File: config.mk
export PLATFORM = sky130hd
export DESIGN_NAME = lbrm_queue
export DESIGN_NICKNAME = d
export VERILOG_FILES = /design/src/rtl/core/lbrm_pkg.sv /design/src/rtl/core/lbrm_queue.sv
export SDC_FILE = /design/constraint.sdc
export NUM_CORES = 1
export LEC_CHECK = 0
export ABC_AREA = 1
export BUFFER_PORTS_ARGS = -buffer_cell sky130_fd_sc_hd__buf_2
export CAP_MARGIN = 20
export CORE_MARGIN = 4
export CORE_UTILIZATION = 55
export DETAILED_ROUTE_END_ITERATION = 8
export PLACE_DENSITY = 0.83
export SLEW_MARGIN = 10
export SYNTH_ARGS = -nofsm -noshare
export SYNTH_HDL_FRONTEND = slang
export SYNTH_SLANG_ARGS = --single-unit
File: constraint.sdc
create_clock -name clk -period 10.3 [get_ports clk]
set_input_delay 1.03 -clock clk [delete_from_list [all_inputs] [get_ports clk]]
set_output_delay 1.03 -clock clk [all_outputs]
set_load 0.005 [all_outputs]
File: src/rtl/core/lbrm_pkg.sv
// Package for the latency bucket ring monitor: request and result item types,
// the command passed from the front end to the back end, and shared constants.
// Depends on nothing; every other file of the block imports it.
`timescale 1ns / 1ps

package lbrm_pkg;

	localparam int TIME_W       = 64;
	localparam int LAT_W        = 32;
	localparam int BKT_CNT_W    = 6;
	localparam int FUNC_W       = 2;

	localparam int RING_SIZE_DEF = 32;
	localparam int BUCKET_US_DEF = 1000000;

	localparam int QDEPTH       = 2;

	localparam logic [FUNC_W-1:0] FUNC_START = 2'd0;
	localparam logic [FUNC_W-1:0] FUNC_END   = 2'd1;
	localparam logic [FUNC_W-1:0] FUNC_READ  = 2'd2;

	typedef struct packed {
		logic [FUNC_W-1:0] func;
		logic [TIME_W-1:0] now_us;
		logic [TIME_W-1:0] after_us;
	} req_item_t;

	typedef struct packed {
		logic [TIME_W-1:0]    bkt_start_us;
		logic [LAT_W-1:0]     total_latency_us;
		logic [LAT_W-1:0]     worst_latency_us;
		logic [LAT_W-1:0]     event_count;
		logic [BKT_CNT_W-1:0] bucket_count;
		logic                 is_summary;
		logic                 last;
	} res_item_t;

	typedef enum logic [1:0] {
		CMD_START,
		CMD_END,
		CMD_READ
	} cmd_op_t;

	// For start and end the value is the bucket start time, for read the filter time.
	typedef struct packed {
		cmd_op_t           op;
		logic [TIME_W-1:0] value;
		logic [LAT_W-1:0]  lat;
	} cmd_t;

	typedef struct packed {
		logic [TIME_W-1:0] bucket_start;
		logic [LAT_W-1:0]  sum;
		logic [LAT_W-1:0]  worst;
		logic [LAT_W-1:0]  events;
	} ring_entry_t;

endpackage

File: src/rtl/core/lbrm_queue.sv
// Command queue of the latency bucket ring monitor: a short first-in first-out
// buffer between the front end and the back end.
// Depends on lbrm_pkg.
`timescale 1ns / 1ps

module lbrm_queue
	import lbrm_pkg::*;
(
	input  logic clk,
	input  logic arst_n,
	input  logic push_valid,
	output logic push_ready,
	input  cmd_t push_cmd,
	output logic pop_valid,
	input  logic pop_ready,
	output cmd_t pop_cmd
);

	localparam int PTR_W = (QDEPTH > 1) ? $clog2(QDEPTH) : 1;
	localparam int CNT_W = $clog2(QDEPTH + 1);

	cmd_t             slot_q [QDEPTH];
	logic [PTR_W-1:0] wr_ptr_q;
	logic [PTR_W-1:0] rd_ptr_q;
	logic [CNT_W-1:0] count_q;
	logic             push;
	logic             pop;

	assign push_ready = count_q != CNT_W'(QDEPTH);
	assign pop_valid  = count_q != '0;
	assign pop_cmd    = slot_q[rd_ptr_q];
	assign push       = push_valid && push_ready;
	assign pop        = pop_valid && pop_ready;

	always_ff @(posedge clk) begin
		if (push) begin
			slot_q[wr_ptr_q] <= push_cmd;
		end
	end

	always_ff @(posedge clk or negedge arst_n) begin
		if (!arst_n) begin
			wr_ptr_q <= '0;
			rd_ptr_q <= '0;
			count_q  <= '0;
		end else begin
			if (push) begin
				wr_ptr_q <= (wr_ptr_q == PTR_W'(QDEPTH - 1)) ? '0 : wr_ptr_q + 1'b1;
			end
			if (pop) begin
				rd_ptr_q <= (rd_ptr_q == PTR_W'(QDEPTH - 1)) ? '0 : rd_ptr_q + 1'b1;
			end
			if (push && !pop) begin
				count_q <= count_q + 1'b1;
			end else if (pop && !push) begin
				count_q <= count_q - 1'b1;
			end
		end
	end

endmodule

Word level (Yosys, flattened, before mapping)
Memories as Yosys holds them, arrays and structs flattened.
Cells that the tools add are included.

storage, ports and cells
  flip-flop bits (word level) = 4
  bits in writable memories = 196
  word-level logic and storage cells = 23
  memories kept = 1

cells by class
  $add $sub $neg = 4
  eq/ne operators = 1
  multiplexer cells = 6
  reductions and logical operators = 8

memories
  memory  depth  width  rd ports  clocked after memory_dff  wr ports  RTL line          text
  slot_q  2      98     1         0                         1         lbrm_queue.sv:22  cmd_t slot_q [QDEPTH];

operator list
  operator               number
  $logic_and A1 B1 Y1    4
  $mux W1                4
  $mux W2                2
  $reduce_bool A2 Y1     2
  $add A1 B1 Y1 const B  2
  $add A2 B1 Y2 const B  1
  $logic_not A1 Y1       2
  $ne A2 B2 Y1 const B   1
  $sub A2 B1 Y2 const B  1

Longest topological paths before layout
  word-level depth = 6
  mapped depth = 10

Least setup slack after synthesis
No wires, ideal clock.

  kind = input to register
  start = input push_valid
  end = memory slot_q[0][0] (netlist name), enable pin
  data arrival time = 5218 ps
  slack = 4526 ps
  stages = 2
  cells stage by stage = nand2_1 nor2_1

between the ends
  word-level cells in the longest chain between the ends = 3

ends and longest elaborated chain
  element                        RTL line          text
  start, declared                lbrm_queue.sv:11  input logic push_valid,
  $logic_and A1 B1 Y1            lbrm_queue.sv:32  assign push = push_valid && push_ready;
  $mux W1                        lbrm_queue.sv:36  if (push) begin
  $mux W1 (not written as such)  lbrm_queue.sv:37  slot_q[wr_ptr_q] <= push_cmd;
  end, declared                  lbrm_queue.sv:22

No other way between the ends.

==> flow_summary.yaml <==
cts:
  numCtsBuffers: 17
  ctsHoldBuffers: 0
  cts_resized: 0
  clock-root-buffer: "clkbuf_16"
  htree_num_levels: 4
  cts_setup_buffers: 0
  clk_pin_slew_ns: 0.07
  clock_sinks: 200
  clk_latency_ns: 0.42
  cts_tree: "built"
  clk_path_buf_depth: 2
finish:
  nets: 846
  final_util_pct: 70.48
  drive_gt1_share_pct: 31.39
  antennaDiodeCount: 0
  area_growth_pct: 23.23
global_routing:
  track_usage_pct: 19.48
  grt_pass1_vias: 4511
  grt_max_degree: 101
  grt_pass1_wl_um: 21940
  antenna_found_initial: 0
  grt_overflow_total: 0
drt:
  num_vias: 4569
  wl_per_cell_um: 15.51
  antenna_left: 0
  wl_um: 14370
  via_per_inst: 4.929
  drt_iter0_drc: 378
  first_pass_iters: 4
  drc: 0
power:
  power_frac_comb_pct: 26.8
  power.leakage_nw: 3.923
  peakVddDrop_mv: 0.1992
  switching_share_pct: 31.53
  net-switching-power_mw: 0.7943
  cellPowerDensity_nw_per_um2: 278.7
  p_clk_share_pct: 24.9
  p_int_mw: 1.725
  seqPwrFrac_pct: 48.3
die:
  die_x_um: 123.5
  io_pins: 202
  die_y_um: 123.5
  core_area_um2: 12820
  start_util_pct: 57.19
  dieArea_um2: 15250
  row_count: 41
yosys:
  synthCells: 540
  ys_seq_area_share_pct: 81.61
  syn-num-nets: 643
  avgSynthCellArea_um2: 13.58
  ys_warn_count: 0
  synth_area_um2: 7335
  ys_types: 14
  ys_seq_elements: 200
sta:
  tns_ns: 0
  finalCritPeriodShare_pct: 36.26
  final_max_slew_viol_count: 0
  hold_viol: 0
  rsz0062_at_grt: "false"
  slew_headroom_pct: 28.08
  finalClockSkew_ns: 0.006519
  worst_pin_slew_ns: 1.079
  final-setup-viol-count: 0
  clock.fmax_mhz: 267.7
  finalCriticalPeriod_ns: 3.735
critical_path:
  arrival_ns: 2.70
  critPathKind: "flip-flop to output port"
  crit_fanout: 100
  crit_required_ns: 9.27
  cp-end-kind: "output port"
  crit_path_start_kind: "flip-flop"
  r2r_cells: 3
placement:
  portBuffers: 201
  gp_congestion: 0.7874
  hpwlAfterDp_um: 9115
status:
  status: "finished, final reports clean"
hold_path:
  hold_path.class: "input port to async pin"
job:
  cap_violations: 0
[registers in the layout, summed over array words and instances (netlist names)]
register and flops:
slot_q 196, count_q 2, rd_ptr_q 1, wr_ptr_q 1
[cells in the final DEF, fill, tap and decap left out]
cell type | Yosys | routed
buf_2 | 16 | 201
buf_4 | 3 | 4
bufinv_16 | 0 | 2
clkbuf_1 | 0 | 2
clkbuf_16 | 0 | 17
clkinv_1 | 0 | 1
clkinv_2 | 0 | 4
clkinv_4 | 0 | 2
clkinvlp_4 | 0 | 1
dfrtp_1 | 4 | 3
dfrtp_4 | 0 | 1
edfxtp_1 | 196 | 196
ha_1 | 1 | 1
inv_1 | 6 | 6
inv_4 | 1 | 1
inv_6 | 0 | 2
nand2_1 | 304 | 304
nand3_1 | 2 | 2
nand4_1 | 1 | 1
nor2_4 | 0 | 2
xnor2_1 | 1 | 1
xor2_1 | 1 | 1
[path summary, 6_finish.rpt]
path / from / end / slack, ns
worst max-delay path: rd_ptr_q / pop_cmd[68] / 6.57
worst min-delay path: arst_n / count_q[1] / 0.40
worst max register to register: rd_ptr_q / rd_ptr_q / 8.00
worst min register to register: count_q[0] / count_q[0] / 0.51
max in group asynchronous: arst_n / rd_ptr_q / 9.75
min in group clk: count_q[0] / count_q[0] / 0.51
[cell families after synthesis]
family | Yosys count | synth area share, %
buf+inv | 28 | 2.098
xor+xnor | 2 | 0.2389
flops | 200 | 81.61
simple gates | 309 | 15.88
fa+ha+maj | 1 | 0.1706
[per-layer routing]
metal / GRT usage, % / vias up / wire, um
met4: 8.651 / 0 / 352
met3: 7.365 / 27 / 1364
met1: 23.13 / 2134 / 5538
met5: 0 / - / 0
met2: 31.84 / 190 / 7119
li1: - / 2218 / -
[worst max-delay path: stages (launching register included)]
cell and delay (ns):
dfrtp_4 1.13, inv_4 0.65, nand2_1 0.21, nand2_1 0.09, buf_2 0.13
[stage by stage]
step | instance area [um2] | hold WS [ns] | instances | total power [mW] | worst slack, ns
floorplan | 7335 | 0.4625 | 540 | 1.615 | 4.526
global placement | 8479 | 0.4808 | 896 | 1.897 | 7.026
detailed placement | 8479 | 0.4983 | 896 | 1.923 | 6.958
CTS | 9039 | 0.3845 | 927 | 2.550 | 6.491
global route | 9039 | 0.3825 | 927 | 2.687 | 6.306
finish | 9039 | 0.4015 | 927 | 2.519 | 6.565
[layout make-up]
type / instances / area, um2
clock buffers: 19 / 432.9
clock inverters: 12 / 126.4
fillers: 862 / 3786
inverters: 7 / 28.78
multi-input cells: 312 / 1210
flip-flops and latches: 200 / 5989
well taps: 172 / 215.2
repair buffers: 205 / 1036
[power groups by stage]
| stage | registers [mW] | clock network, mW | logic [mW] |
|---|---|---|---|
| after floorplan | 1.19 | 0 | 0.425 |
| after global placement | 1.22 | 0 | 0.672 |
| after detailed placement | 1.23 | 0 | 0.689 |
| after CTS | 1.22 | 0.638 | 0.694 |
| after global routing | 1.24 | 0.679 | 0.772 |
| final | 1.22 | 0.628 | 0.675 |
[Yosys cell counts]
cell / count / area share, %
nand2_1: 304 / 16
inv_1: 6 / 0.31
inv_4: 1 / 0.085
buf_6: 2 / 0.31
xor2_1: 1 / 0.12
nor2_1: 2 / 0.10
nand4_1: 1 / 0.085
nand3_1: 2 / 0.14
ha_1: 1 / 0.17
dfrtp_1: 4 / 1.4
buf_2: 16 / 1.1
edfxtp_1: 196 / 80
buf_4: 3 / 0.31
xnor2_1: 1 / 0.12
No activity file was read; power rests on OpenSTA's default activity.
